## config.mk

```make
export PLATFORM = sky130hd
export DESIGN_NAME = aws_blend
export DESIGN_NICKNAME = d
export VERILOG_FILES = /design/src/rtl/assert_macros.svh /design/src/rtl/aws_pkg.sv /design/src/rtl/aws_blend.sv
export SDC_FILE = /design/constraint.sdc
export NUM_CORES = 2
export LEC_CHECK = 0
export BUFFER_PORTS_ARGS = -buffer_cell sky130_fd_sc_hd__buf_2
export CAP_MARGIN = 20
export CORE_MARGIN = 5
export CORE_UTILIZATION = 70
export CTS_CLUSTER_SIZE = 8
export DETAILED_ROUTE_END_ITERATION = 10
export PLACE_DENSITY = 0.92
export SLEW_MARGIN = 30
export SYNTH_ARGS = -nofsm -noshare
export SYNTH_HDL_FRONTEND = slang
export SYNTH_SLANG_ARGS = --single-unit
```

## constraint.sdc

```tcl
create_clock -name clk -period 20 [get_ports clk]
set_input_delay 1 -clock clk [delete_from_list [all_inputs] [get_ports clk]]
set_output_delay 1 -clock clk [all_outputs]
set_load 0.01 [all_outputs]
```

## src/rtl/assert_macros.svh

```systemverilog
// assertion helpers used by the top-level rtl file
`ifndef ASSERT_MACROS_SVH
`define ASSERT_MACROS_SVH

// same-cycle implication, disabled while in reset
`define AWS_ASSERT_IMP(lbl, clk, rst_n, ante, cons, msg) \
  lbl: assert property (@(posedge clk) disable iff (!rst_n) (ante) |-> (cons)) else $error(msg);

// next-cycle implication, disabled while in reset
`define AWS_ASSERT_NXT(lbl, clk, rst_n, ante, cons, msg) \
  lbl: assert property (@(posedge clk) disable iff (!rst_n) (ante) |=> (cons)) else $error(msg);

`endif

```

## src/rtl/aws_pkg.sv

```systemverilog
// ----------------------------------------------------------------------------
// aws_pkg
// Shared widths, codes and stage records of the affine warp sampler.
// ----------------------------------------------------------------------------
package aws_pkg;

  // fixed field widths
  localparam int VALUE_W = 16;
  localparam int OCOL_W  = 12;
  localparam int LCOL_W  = 8;
  localparam int LVAL_W  = 16;
  localparam int DIM_W   = 9;
  localparam int START_W = 25;
  localparam int STEP_W  = 24;
  localparam int CFG_W   = 25;
  localparam int FRAC_W  = 16;
  localparam int PROD_W  = 37;
  localparam int CORD_W  = 39;
  localparam int IX_W    = CORD_W - FRAC_W;
  localparam int WT_W    = FRAC_W + 1;

  // q16 constants
  localparam logic [WT_W-1:0]   ONE_Q16  = WT_W'(65536);
  localparam logic [CORD_W-1:0] HALF_Q16 = CORD_W'(32768);

  // parameter defaults
  localparam int DEF_MAX_WIDTH  = 256;
  localparam int DEF_MAX_HEIGHT = 256;
  localparam int DEF_PIXEL_BITS = 16;
  localparam int DEF_SNAP_TOL   = 16;

  typedef enum logic [1:0] {
    REQ_LOAD     = 2'd0,
    REQ_NEAREST  = 2'd1,
    REQ_BILINEAR = 2'd2
  } req_t;

  typedef enum logic [2:0] {
    CFG_IN_WIDTH  = 3'd0,
    CFG_IN_HEIGHT = 3'd1,
    CFG_START_X   = 3'd2,
    CFG_START_Y   = 3'd3,
    CFG_STEP_XX   = 3'd4,
    CFG_STEP_XY   = 3'd5,
    CFG_STEP_YX   = 3'd6,
    CFG_STEP_YY   = 3'd7
  } cfg_idx_t;

  // transform settings, dimensions already clamped
  typedef struct packed {
    logic        [DIM_W-1:0]   w_eff;
    logic        [DIM_W-1:0]   h_eff;
    logic signed [START_W-1:0] start_x;
    logic signed [START_W-1:0] start_y;
    logic signed [STEP_W-1:0]  step_xx;
    logic signed [STEP_W-1:0]  step_xy;
    logic signed [STEP_W-1:0]  step_yx;
    logic signed [STEP_W-1:0]  step_yy;
  } cfg_t;

  // item after the coordinate stages
  typedef struct packed {
    logic                     valid;
    logic [1:0]               req;
    logic                     load_ok;
    logic [LCOL_W-1:0]        lcol;
    logic [LCOL_W-1:0]        lrow;
    logic [LVAL_W-1:0]        lval;
    logic signed [CORD_W-1:0] x;
    logic signed [CORD_W-1:0] y;
    logic [OCOL_W-1:0]        col;
    logic [OCOL_W-1:0]        row;
  } coord_t;

  // one axis after floor, snap and range test
  typedef struct packed {
    logic                   ok;
    logic signed [IX_W-1:0] idx;
    logic [WT_W-1:0]        frac;
  } axis_t;

  // sample item alongside the pixel reads
  typedef struct packed {
    logic              valid;
    logic              pt_ok;
    logic [WT_W-1:0]   fx;
    logic [WT_W-1:0]   fy;
    logic              xp;
    logic              yp;
    logic [OCOL_W-1:0] col;
    logic [OCOL_W-1:0] row;
  } meta_t;

endpackage

```

## src/rtl/aws_blend.sv

```systemverilog
// ----------------------------------------------------------------------------
// aws_blend
// Horizontal blend of both row pairs, then vertical blend and rounding.
// Nearest items come through with zero weights, giving the top-left pixel.
// ----------------------------------------------------------------------------
module aws_blend import aws_pkg::*; #(
  parameter int PIXEL_BITS = DEF_PIXEL_BITS
) (
  input  logic                       clk,
  input  logic                       rst_n,
  input  meta_t                      meta,
  input  logic [3:0][PIXEL_BITS-1:0] pix,
  output logic                       strobe,
  output logic [VALUE_W-1:0]         value,
  output logic                       valid,
  output logic [OCOL_W-1:0]          res_col,
  output logic [OCOL_W-1:0]          res_row
);

  localparam int PB = PIXEL_BITS;
  localparam int HW = PB + FRAC_W;
  localparam int TW = PB + WT_W + 2;
  localparam int VW = HW + FRAC_W;
  localparam int SW = HW + WT_W + 2;
  localparam logic [VW-1:0] RND = VW'(64'h8000_0000);

  logic [PB-1:0]     p00, p01, p10, p11;
  logic [HW-1:0]     top_nxt, bot_nxt, top_r, bot_r;
  logic              v4_r, ok4_r;
  logic [WT_W-1:0]   fy4_r;
  logic [OCOL_W-1:0] col4_r, row4_r;
  logic [VALUE_W-1:0] value_nxt;
  logic              strobe_r, valid_r;
  logic [VALUE_W-1:0] value_r;
  logic [OCOL_W-1:0] col5_r, row5_r;

  // pick the four neighbors by parity
  assign p00 = pix[{meta.yp, meta.xp}];
  assign p01 = pix[{meta.yp, ~meta.xp}];
  assign p10 = pix[{~meta.yp, meta.xp}];
  assign p11 = pix[{~meta.yp, ~meta.xp}];

  // horizontal blend: p*(1-f) + q*f = p*one + (q-p)*f
  // a zero weight ignores the right column, which a nearest item never loaded
  always_comb begin
    logic signed [TW-1:0] dt, db, fx_s, pt, pb_;
    dt      = (meta.fx == '0) ? '0 : ($signed(TW'(p01)) - $signed(TW'(p00)));
    db      = (meta.fx == '0) ? '0 : ($signed(TW'(p11)) - $signed(TW'(p10)));
    fx_s    = $signed(TW'(meta.fx));
    pt      = $signed(TW'({p00, FRAC_W'(0)})) + dt * fx_s;
    pb_     = $signed(TW'({p10, FRAC_W'(0)})) + db * fx_s;
    top_nxt = HW'(pt);
    bot_nxt = HW'(pb_);
  end

  always_ff @(posedge clk) begin
    if (!rst_n) begin
      v4_r <= 1'b0;
    end else begin
      v4_r <= meta.valid;
    end
  end

  always_ff @(posedge clk) begin
    top_r  <= top_nxt;
    bot_r  <= bot_nxt;
    ok4_r  <= meta.pt_ok;
    fy4_r  <= meta.fy;
    col4_r <= meta.col;
    row4_r <= meta.row;
  end

  // vertical blend and round to nearest, half up
  // a zero weight ignores the bottom row
  always_comb begin
    logic signed [SW-1:0] dv, fy_s, s;
    logic [VW-1:0]        su;
    dv        = (fy4_r == '0) ? '0 : ($signed(SW'(bot_r)) - $signed(SW'(top_r)));
    fy_s      = $signed(SW'(fy4_r));
    s         = $signed(SW'({top_r, FRAC_W'(0)})) + dv * fy_s;
    su        = VW'(s) + RND;
    value_nxt = ok4_r ? VALUE_W'(su[VW-1:2*FRAC_W]) : '0;
  end

  always_ff @(posedge clk) begin
    if (!rst_n) begin
      strobe_r <= 1'b0;
    end else begin
      strobe_r <= v4_r;
    end
  end

  always_ff @(posedge clk) begin
    value_r <= value_nxt;
    valid_r <= ok4_r;
    col5_r  <= col4_r;
    row5_r  <= row4_r;
  end

  assign strobe  = strobe_r;
  assign value   = value_r;
  assign valid   = valid_r;
  assign res_col = col5_r;
  assign res_row = row5_r;

endmodule

```

==> impl_summary.md <==
Routing
Wires add up to 134,000 um. The first routing iteration left 3,473 violations. The number of DRC violations after detailed routing is 0. The first detailed-routing pass ran for 9 iterations. The count of nets left with antenna violations once routing finished came out at 0. The detailed-route wire length per cell is 21.3 um. The routed layout has 38,400 vias. The routed via count divided by cell count is 6.10.

Synth
The most frequently used flop master after synthesis is sky130_fd_sc_hd__dfxtp_1. The total of flip-flops plus latches after synthesis is 149. The share of async-settable or async-resettable flops after synthesis is 0%. The post-synthesis sequential area ratio is 6.11%.

The number of nets in the synthesized netlist is 6,988. Counting every instance in the synthesized netlist gives 5,317. Summing every instance area after synthesis gives 0.0488 mm2. The average cell area after synthesis is 9.18 um2. The count of warnings emitted by yosys is 0. Synthesis instantiated 73 different standard cells from the library. The number of synthesized flops with an enable pin is 0.

Cells and area
The library cell used most frequently in the layout, excluding fill and tap cells, is sky130_fd_sc_hd__inv_1. The finished layout holds 6,302 standard cells, fillers aside. After the last flow step, the layout net total stands at 7,026. From synthesis to final layout, the design area changed by 5.24%. Leaving out fill and tap cells, the most frequent cells in the layout are sky130_fd_sc_hd__inv_1, sky130_fd_sc_hd__fa_1, sky130_fd_sc_hd__nand2_1, sky130_fd_sc_hd__ha_1, sky130_fd_sc_hd__and2_1. The fraction of final layout cells sized beyond drive strength 1 is 6.93%.

GRT
The first global-routing pass estimated 219,000 um of wire. The largest net degree at the start of global routing is 66. The overflow left after global routing is 0.

The via count of the first global-routing pass came to 43,400. The number of antenna violations at the first check in global routing is 5. The global-route total usage across every layer is 37.2%.

Die
The floorplan has 96 rows. In this run the vertical extent of the chip is 274 um. For this configuration, the core starts out at a cell density of 70.9%. The die footprint is 0.0751 mm2. The die width is 274 um.

170 I/O pins were placed. The region available for standard cell placement spans 0.0688 mm2.

CTS
The post-cts sizing count is 0. In this run, post-CTS hold repair placed 0 buffers. The post-CTS repair timing setup buffer count is 0. The clock latency of the later-clocked register in the worst-skew pair is 0.49 ns.

Clock tree synthesis found a total of 149 sinks. The number of buffers on the longest clock path is 2. TritonCTS built the clock tree. The CTS root buffer is sky130_fd_sc_hd__clkbuf_16.

The TritonCTS buffer count is 17. The number of H-tree branching levels is 4. After clock tree synthesis, the clock-pin slew on the worst setup and hold paths is 0.08 ns.

Placement
In this run the tool buffered the top-level ports with 169 buffer cells. The HPWL after detailed placement is 105,000 um. The weighted congestion reported at the end of routability-driven placement is 0.980. The number of placed instances, taps included, is 6,267.

Worst hold path
The hold path startpoint is col4_r[7]$_DFF_P_. The path type of the worst min-delay path is flip-flop to flip-flop. The number of cells on the worst hold path is 0.

Worst setup path
The number of buffers and inverters on the critical path is 8. The critical path runs through a total of 36 cells. The critical path launch point type is an input pin. STA puts the critical path data arrival time at 11.41 ns. The path type of the worst setup path is input pin to flip-flop. For this design, the slowest cell found on the critical path is sky130_fd_sc_hd__a2111oi_0. At the worst endpoint, the required time is 20.37 ns.

The first element of the critical path is meta[24]. The reg-to-reg startpoint is top_r[0]$_DFF_P_. The largest delay contributor family on the critical path is adder cells. The delay of the slowest cell on the worst path is 0.64 ns.

The path depth of the worst reg2reg path is 33. Of all nets on the critical path, the largest fanout is 65. STA classifies the critical path endpoint as a flip-flop.

Timing
Setup violations remaining at the end of the flow were counted as 0. For the final database, setup skew stands at 0.0120 ns. The max-slew violation count was 0. The final number of hold-violating endpoints is 0. For the final routed database, the setup TNS stands at 0 ns. Setup repair after global routing left no endpoint under its margin.

The achievable frequency is 0.0906 GHz. For the pin with the worst max-slew slack, the measured transition is 1.03 ns. The remaining max-slew budget at the tightest pin is 31.3%. The fraction of the cycle the final worst path needs is 55.2%. The minimum period implied by the final worst setup slack is 11.03 ns.

Job
Across the run, the number of max-cap violations was 0.

Status
The flow ran to the end, and the final reports show no timing, DRC or antenna violations.
[stage by stage]
step	instance area, um2	util [%]	hold WS [ns]	setup slack (ns)
final	51400	74.6	0.327	8.97
after global routing	51300	74.6	0.325	8.12
after CTS	51200	74.5	0.329	8.97
after detailed placement	50600	73.5	0.313	8.48
after global placement	50600	73.5	0.310	8.83
after floorplan	48800	-	0.310	9.38
[flip-flops by register name (all words and copies together) (netlist names), 12 cells and up]
name	flops
bot_r	32
col4_r	12
fy4_r	17
res_col	12
res_row	12
row4_r	12
top_r	32
value	16
[worst paths after layout]
| check | end | slack [ns] |
|---|---|---|
| setup / recovery | bot_r[31]$_DFF_P_ | 8.97 |
| hold reg to reg | res_col[7]$_DFF_P_ | 0.33 |
| setup reg to reg | value[15]$_SDFF_PN0_ | 9.08 |
| hold / removal | res_col[7]$_DFF_P_ | 0.33 |
[logic make-up after synthesis]
| group | synth area share (%) |
|---|---|
| adders and majority gates | 56.9 |
| and+or+nand+nor | 15.1 |
| buffers and inverters | 11.5 |
| AOI/OAI and AO/OA | 5.17 |
| xor gates and xnor gates | 2.96 |
| DFF | 6.11 |
| muxes | 2.27 |
[cell usage after synthesis (all sizes together), types with 41 or more instances]
library cell | number | area (um2)
ha | 414 | 5180
a21o | 71 | 533
dfxtp | 149 | 2980
fa | 1129 | 22600
xor2 | 41 | 359
nor2 | 123 | 462
o21ai | 70 | 350
clkbuf | 204 | 766
a21oi | 107 | 539
inv | 1275 | 4790
and2 | 397 | 2480
xnor2 | 116 | 1020
nor2b | 63 | 394
and3 | 56 | 350
nand2 | 743 | 2790
[metal layers]
metal / GRT usage (%) / share of wire, % / vias to the layer above
li1: - / - / 15900
met1: 41.8 / 32 / 19000
met5: 0 / 0.020 / -
met3: 9.63 / 11 / 899
met4: 28.6 / 9.6 / 4
met2: 60.7 / 47 / 2668
[worst register-to-register path: cells and delay by family (launching register included)]
family                   cells  cell delay [ns]
buffers and inverters        4             0.41
adder cells (fa/ha/maj)     10             4.44
flip-flops                   1             0.42
AO/OA/AOI/OAI               11             3.74
AND/OR/NAND/NOR              5             0.81
XOR/XNOR                     3             1.04
[cell type report]
type	instances	area (um2)
Antenna cell	3	7.51
Clock buffer	17	425
Clock inverter	15	206
Fill cell	4188	17500
Inverter	1276	4790
Multi-Input combinational cell	3676	40400
Sequential cell	149	2980
Tap cell	931	1160
Timing Repair Buffer	235	1340
Power is not shown: default switching activity piles up to over one toggle a cycle in this logic, so the estimate is an artifact.
