===== config.mk =====
export PLATFORM = sky130hd
export DESIGN_NAME = aws_coord
export DESIGN_NICKNAME = d
export VERILOG_FILES = /design/src/rtl/assert_macros.svh /design/src/rtl/aws_pkg.sv /design/src/rtl/aws_coord.sv
export SDC_FILE = /design/constraint.sdc
export NUM_CORES = 2
export LEC_CHECK = 0
export ABC_CLOCK_PERIOD_IN_PS = 14300
export BUFFER_PORTS_ARGS = -buffer_cell sky130_fd_sc_hd__buf_2
export CAP_MARGIN = 20
export CORE_AREA = 2 2 376 266
export DETAILED_ROUTE_END_ITERATION = 7
export DIE_AREA = 0 0 378 268
export PLACE_DENSITY = 0.84
export SLEW_MARGIN = 10
export SYNTH_ARGS = -nofsm -noshare
export SYNTH_HDL_FRONTEND = slang
export SYNTH_SLANG_ARGS = --single-unit

===== constraint.sdc =====
create_clock -name clk -period 14.3 [get_ports clk]
set_clock_uncertainty 0.2 [all_clocks]
set_input_delay 3.575 -clock clk [delete_from_list [all_inputs] [get_ports clk]]
set_output_delay 3.575 -clock clk [all_outputs]
set_load 0.02 [all_outputs]

===== src/rtl/assert_macros.svh =====
// assertion helpers used by the top-level rtl file
`ifndef ASSERT_MACROS_SVH
`define ASSERT_MACROS_SVH

// same-cycle implication, disabled while in reset
`define AWS_ASSERT_IMP(lbl, clk, rst_n, ante, cons, msg) \
  lbl: assert property (@(posedge clk) disable iff (!rst_n) (ante) |-> (cons)) else $error(msg);

// next-cycle implication, disabled while in reset
`define AWS_ASSERT_NXT(lbl, clk, rst_n, ante, cons, msg) \
  lbl: assert property (@(posedge clk) disable iff (!rst_n) (ante) |=> (cons)) else $error(msg);

`endif


===== src/rtl/aws_pkg.sv =====
// ----------------------------------------------------------------------------
// aws_pkg
// Shared widths, codes and stage records of the affine warp sampler.
// ----------------------------------------------------------------------------
package aws_pkg;

  // fixed field widths
  localparam int VALUE_W = 16;
  localparam int OCOL_W  = 12;
  localparam int LCOL_W  = 8;
  localparam int LVAL_W  = 16;
  localparam int DIM_W   = 9;
  localparam int START_W = 25;
  localparam int STEP_W  = 24;
  localparam int CFG_W   = 25;
  localparam int FRAC_W  = 16;
  localparam int PROD_W  = 37;
  localparam int CORD_W  = 39;
  localparam int IX_W    = CORD_W - FRAC_W;
  localparam int WT_W    = FRAC_W + 1;

  // q16 constants
  localparam logic [WT_W-1:0]   ONE_Q16  = WT_W'(65536);
  localparam logic [CORD_W-1:0] HALF_Q16 = CORD_W'(32768);

  // parameter defaults
  localparam int DEF_MAX_WIDTH  = 256;
  localparam int DEF_MAX_HEIGHT = 256;
  localparam int DEF_PIXEL_BITS = 16;
  localparam int DEF_SNAP_TOL   = 16;

  typedef enum logic [1:0] {
    REQ_LOAD     = 2'd0,
    REQ_NEAREST  = 2'd1,
    REQ_BILINEAR = 2'd2
  } req_t;

  typedef enum logic [2:0] {
    CFG_IN_WIDTH  = 3'd0,
    CFG_IN_HEIGHT = 3'd1,
    CFG_START_X   = 3'd2,
    CFG_START_Y   = 3'd3,
    CFG_STEP_XX   = 3'd4,
    CFG_STEP_XY   = 3'd5,
    CFG_STEP_YX   = 3'd6,
    CFG_STEP_YY   = 3'd7
  } cfg_idx_t;

  // transform settings, dimensions already clamped
  typedef struct packed {
    logic        [DIM_W-1:0]   w_eff;
    logic        [DIM_W-1:0]   h_eff;
    logic signed [START_W-1:0] start_x;
    logic signed [START_W-1:0] start_y;
    logic signed [STEP_W-1:0]  step_xx;
    logic signed [STEP_W-1:0]  step_xy;
    logic signed [STEP_W-1:0]  step_yx;
    logic signed [STEP_W-1:0]  step_yy;
  } cfg_t;

  // item after the coordinate stages
  typedef struct packed {
    logic                     valid;
    logic [1:0]               req;
    logic                     load_ok;
    logic [LCOL_W-1:0]        lcol;
    logic [LCOL_W-1:0]        lrow;
    logic [LVAL_W-1:0]        lval;
    logic signed [CORD_W-1:0] x;
    logic signed [CORD_W-1:0] y;
    logic [OCOL_W-1:0]        col;
    logic [OCOL_W-1:0]        row;
  } coord_t;

  // one axis after floor, snap and range test
  typedef struct packed {
    logic                   ok;
    logic signed [IX_W-1:0] idx;
    logic [WT_W-1:0]        frac;
  } axis_t;

  // sample item alongside the pixel reads
  typedef struct packed {
    logic              valid;
    logic              pt_ok;
    logic [WT_W-1:0]   fx;
    logic [WT_W-1:0]   fy;
    logic              xp;
    logic              yp;
    logic [OCOL_W-1:0] col;
    logic [OCOL_W-1:0] row;
  } meta_t;

endpackage


===== src/rtl/aws_coord.sv =====
// ----------------------------------------------------------------------------
// aws_coord
// Two stages: coordinate products, then the sums giving source x and y.
// ----------------------------------------------------------------------------
module aws_coord import aws_pkg::*; #(
  parameter int MAX_WIDTH  = DEF_MAX_WIDTH,
  parameter int MAX_HEIGHT = DEF_MAX_HEIGHT
) (
  input  logic              clk,
  input  logic              rst_n,
  input  logic              accept,
  input  logic [1:0]        req,
  input  logic [LCOL_W-1:0] lcol,
  input  logic [LCOL_W-1:0] lrow,
  input  logic [LVAL_W-1:0] lval,
  input  logic [OCOL_W-1:0] col,
  input  logic [OCOL_W-1:0] row,
  input  cfg_t              cfg,
  output coord_t            coord
);

  // stage 1 registers
  logic                     v1_r;
  logic [1:0]               req1_r;
  logic                     load_ok1_r;
  logic [LCOL_W-1:0]        lcol1_r, lrow1_r;
  logic [LVAL_W-1:0]        lval1_r;
  logic [OCOL_W-1:0]        col1_r, row1_r;
  logic signed [PROD_W-1:0] pxx_r, pxy_r, pyx_r, pyy_r;
  logic signed [PROD_W-1:0] pxx_nxt, pxy_nxt, pyx_nxt, pyy_nxt;
  logic signed [OCOL_W:0]   col_s, row_s;
  logic                     load_ok_nxt;

  // stage 2 registers
  coord_t                   coord_r, coord_nxt;

  // column and row as signed operands
  assign col_s = $signed({1'b0, col});
  assign row_s = $signed({1'b0, row});

  // four products and the load range check
  always_comb begin
    pxx_nxt     = col_s * cfg.step_xx;
    pxy_nxt     = row_s * cfg.step_xy;
    pyx_nxt     = col_s * cfg.step_yx;
    pyy_nxt     = row_s * cfg.step_yy;
    load_ok_nxt = (32'(lcol) < MAX_WIDTH) && (32'(lrow) < MAX_HEIGHT);
  end

  always_ff @(posedge clk) begin
    if (!rst_n) begin
      v1_r <= 1'b0;
    end else begin
      v1_r <= accept;
    end
  end

  always_ff @(posedge clk) begin
    req1_r     <= req;
    load_ok1_r <= load_ok_nxt;
    lcol1_r    <= lcol;
    lrow1_r    <= lrow;
    lval1_r    <= lval;
    col1_r     <= col;
    row1_r     <= row;
    pxx_r      <= pxx_nxt;
    pxy_r      <= pxy_nxt;
    pyx_r      <= pyx_nxt;
    pyy_r      <= pyy_nxt;
  end

  // sums, with the half offset for nearest rounding
  always_comb begin
    logic [CORD_W-1:0] half;
    half                = (req1_r == REQ_NEAREST) ? HALF_Q16 : '0;
    coord_nxt.valid     = v1_r;
    coord_nxt.req       = req1_r;
    coord_nxt.load_ok   = load_ok1_r;
    coord_nxt.lcol      = lcol1_r;
    coord_nxt.lrow      = lrow1_r;
    coord_nxt.lval      = lval1_r;
    coord_nxt.col       = col1_r;
    coord_nxt.row       = row1_r;
    coord_nxt.x         = CORD_W'(cfg.start_x) + CORD_W'(pxx_r) + CORD_W'(pxy_r) + half;
    coord_nxt.y         = CORD_W'(cfg.start_y) + CORD_W'(pyx_r) + CORD_W'(pyy_r) + half;
  end

  always_ff @(posedge clk) begin
    if (!rst_n) begin
      coord_r.valid <= 1'b0;
    end else begin
      coord_r.valid <= coord_nxt.valid;
    end
  end

  always_ff @(posedge clk) begin
    coord_r.req     <= coord_nxt.req;
    coord_r.load_ok <= coord_nxt.load_ok;
    coord_r.lcol    <= coord_nxt.lcol;
    coord_r.lrow    <= coord_nxt.lrow;
    coord_r.lval    <= coord_nxt.lval;
    coord_r.x       <= coord_nxt.x;
    coord_r.y       <= coord_nxt.y;
    coord_r.col     <= coord_nxt.col;
    coord_r.row     <= coord_nxt.row;
  end

  assign coord = coord_r;

endmodule


==> reports/metrics.csv <==
stage;metric;value;unit
clock_network;clk_pin_slew;0.06;ns
worst_hold_path;hp-class;reg -> reg;
floorplan;fp-row-count;96;
placed_design;gp_congestion;0.923;
critical_path;cpPeakStageDelay;0.80;ns
sta;finalSetupViolCount;0;
drt;ant_nets;0;
placed_design;dp_cells;7191;
clock_network;insertion_delay;0.62;ns
grt;grt-ovfl-total;0;
sta;fin_crit_sh;69.0;%
clock_network;cts_sinks;344;
sta;rsz0062_at_grt;false;
drt;drc;0;
floorplan;dieArea;101000;um2
floorplan;fp.dieH;268;um
finish;drive_gt1_share;7.61;%
critical_path;worstPathMaxFanout;49;
drt;drt_iter0_drc;2201;
sta;post-route-min-period;9.87;ns
grt;track_usage;26.0;%
critical_path;cp_num_buf_inv;5;
logic_synthesis;synth-seq-cells;344;
logic_synthesis;yosys-top-cells-area;fa_1 (42%), dfxtp_1 (13%), ha_1 (11%), inv_1 (9.9%), and2_1 (6.8%);
drt;dr.pass1.iters;5;
critical_path;cpMostUsedCell;fa_1;
clock_network;ctsHtreeMaxLevel;2;
finish;nets;7721;
logic_synthesis;ys_warn_count;0;
floorplan;dieWidth;378;um
logic_synthesis;synth_edf_count;0;
critical_path;cp_slowest_cell;buf_2;
finish;multi_input_comb_area;40500;um2
logic_synthesis;synth_cell_types;73;
sta;drv_slew;0;
finish;instances_no_fill;7270;
grt;grt_pass1_vias;40941;
logic_synthesis;synth_fp_nets;7542;
floorplan;io_pins;363;
finish;syn2layout_area_growth;7.54;%
sta;fmax;101;MHz
critical_path;crit_arrival;10.16;ns
job;max-cap-violations;0;
critical_path;end_kind;register;
logic_synthesis;synth_top_area_share;41.5;%
logic_synthesis;syn_area;53500;um2
clock_network;cts_tree;yes;
finish;n_fill_cell;8240;
floorplan;initial_utilization;54.8;%
clock_network;cts_setup_buffers;0;
finish;regArea;6890;um2
grt;antenna_found_initial;25;
sta;hold_viol;0;
clock_network;cts_resized;0;
placed_design;dpl.hpwl;103;mm
logic_synthesis;yosysTopAreaCell;fa_1;
logic_synthesis;netlist_instances;5731;
drt;viasPerCell;5.21;
drt;vias;37900;
drt;wire_per_inst;17.5;um
drt;finalWirelength;127;mm
logic_synthesis;synthFlopType;dfxtp_1;
logic_synthesis;yosysSeqAreaShare;12.9;%
sta;setup_tns;0;ns
floorplan;core;97500;um2
sta;tightest_slew;1.14;ns
critical_path;cp-start-kind;input port;
clock_network;clockBufferDepth;3;
critical_path;critical_path.top_delay_family;adder cells;
logic_synthesis;ys_async_sr_fraction;0;%
clock_network;root_buffer;clkbuf_16;
clock_network;postCtsHoldBufs;0;
placed_design;io_buffers;343;
sta;slew_headroom;24.0;%
critical_path;path_cells;buf_2 -> and2_1 -> fa_1 -> inv_1 -> fa_1 -> inv_1 -> fa_1 -> inv_1 -> fa_1 -> fa_1 -> inv_1 -> ha_1 -> and3_1 -> a221oi_2 -> a21oi_2 -> a221oi_2 -> o21ai_2 -> a21oi_2 -> o21ai_2 -> a211oi_4 -> o211ai_2 -> and2_4 -> a311o_1;
critical_path;critical_path_required;14.59;ns
logic_synthesis;syn_area_per_cell;9.33;um2
critical_path;path_class;in -> reg;
grt;grt_pass1_wl;208;mm
clock_network;cts_buffers;38;
run_status;status;complete, no violations;
grt;grt_max_degree;50;
[cell usage in the layout (no fill, tap or decap), drive strengths merged, types with 4 or more instances in the layout]
| cell type | count |
|---|---|
| inv | 1411 |
| fa | 1110 |
| nand2 | 653 |
| and2 | 582 |
| ha | 476 |
| buf | 360 |
| dfxtp | 344 |
| a21oi | 177 |
| xnor2 | 153 |
| a21o | 91 |
| nor2 | 88 |
| o21ai | 84 |
| xor2 | 54 |
| clkbuf | 43 |
| o21bai | 33 |
| o21a | 26 |
| nand2b | 24 |
| and3 | 23 |
| nand3 | 21 |
| nor2b | 21 |
| nor3 | 18 |
| clkinv | 16 |
| nand4 | 15 |
| a31oi | 12 |
| a211oi | 12 |
| diode | 8 |
| a31o | 8 |
| or2 | 7 |
| o211ai | 7 |
| or3 | 6 |
| o31ai | 4 |
| a41o | 4 |
| a221oi | 4 |
[state kept, by name, indices dropped and copies added (netlist names)]
signal / cells
row1_r: 12
pxy_r: 37
pyx_r: 37
req1_r: 2
lval1_r: 16
lrow1_r: 8
lcol1_r: 8
coord: 137
col1_r: 12
v1_r: 1
pyy_r: 37
pxx_r: 37
[metrics by stage]
step           hold slack [ns]  instance area, um2  worst slack, ns  util (%)
6_report                 0.125               57500             4.43      59.0
3_3_place_gp             0.109               56100             3.96      57.6
4_1_cts                  0.124               57500             4.51      58.9
5_1_grt                  0.130               57500             4.15      59.0
3_5_place_dp             0.112               56100             3.86      57.6
2_1_floorplan            0.110               53500             4.91         -
[metal layers]
metal  vias to the layer above  routed length [um]  GRT usage [%]
met2                      1336               59500           43.3
li1                      17250                   -              -
met3                       258               10900           5.86
met1                     19036               52700           34.1
met5                         -                 127              0
met4                        20                3600           7.75
[worst register-to-register path, delay by kind of cell (launching register included)]
kind,cells,cell delay [ns]
AOI/OAI and AO/OA,8,1.71
xor gates and xnor gates,1,0.30
adders and majority gates,4,1.40
DFF,1,0.36
and+or+nand+nor,2,0.51
[Yosys cell counts, drive strengths merged, types with 23 or more instances]
cell	count
nand2b	24
nand2	653
and3	23
and2	582
a21o	91
clkbuf	219
fa	1110
xor2	54
ha	476
o21bai	33
inv	1404
dfxtp	344
o21a	26
nor2	88
xnor2	153
a21oi	177
o21ai	84
[cell families after synthesis]
family                   after synthesis  share of synthesized area [%]
AO/OA/AOI/OAI                        495                           5.92
XOR/XNOR                             207                           3.39
adder cells (fa/ha/maj)             1586                           52.7
buffers and inverters               1625                           11.4
flip-flops                           344                           12.9
multiplexers                           1                         0.0187
other                                  1                        0.00701
AND/OR/NAND/NOR                     1472                           13.7
[final timing paths]
path                                start   endpoint  slack [ns]  depth (start not counted)
worst min-delay path            col1_r[5]  coord[17]        0.13                          0
worst max-delay path               row[1]  pyy_r[35]        4.43                         23
worst min register to register  col1_r[5]  coord[17]        0.13                          0
worst max register to register   pxy_r[2]  coord[83]        9.65                         15
[final cells by class]
| class | count | share of cell area (%) |
|---|---|---|
| well taps | 1323 | 2.88 |
| diodes | 8 | 0.0348 |
| repair buffers | 360 | 3.26 |
| flip-flops and latches | 344 | 12.0 |
| clock buffers | 43 | 1.76 |
| clock inverters | 26 | 0.533 |
| multi-input cells | 3762 | 70.4 |
| inverters | 1404 | 9.16 |
Power is left out: the tool's default activity adds up to more than one toggle a clock period on the data nets, which glitch-free logic cannot reach.
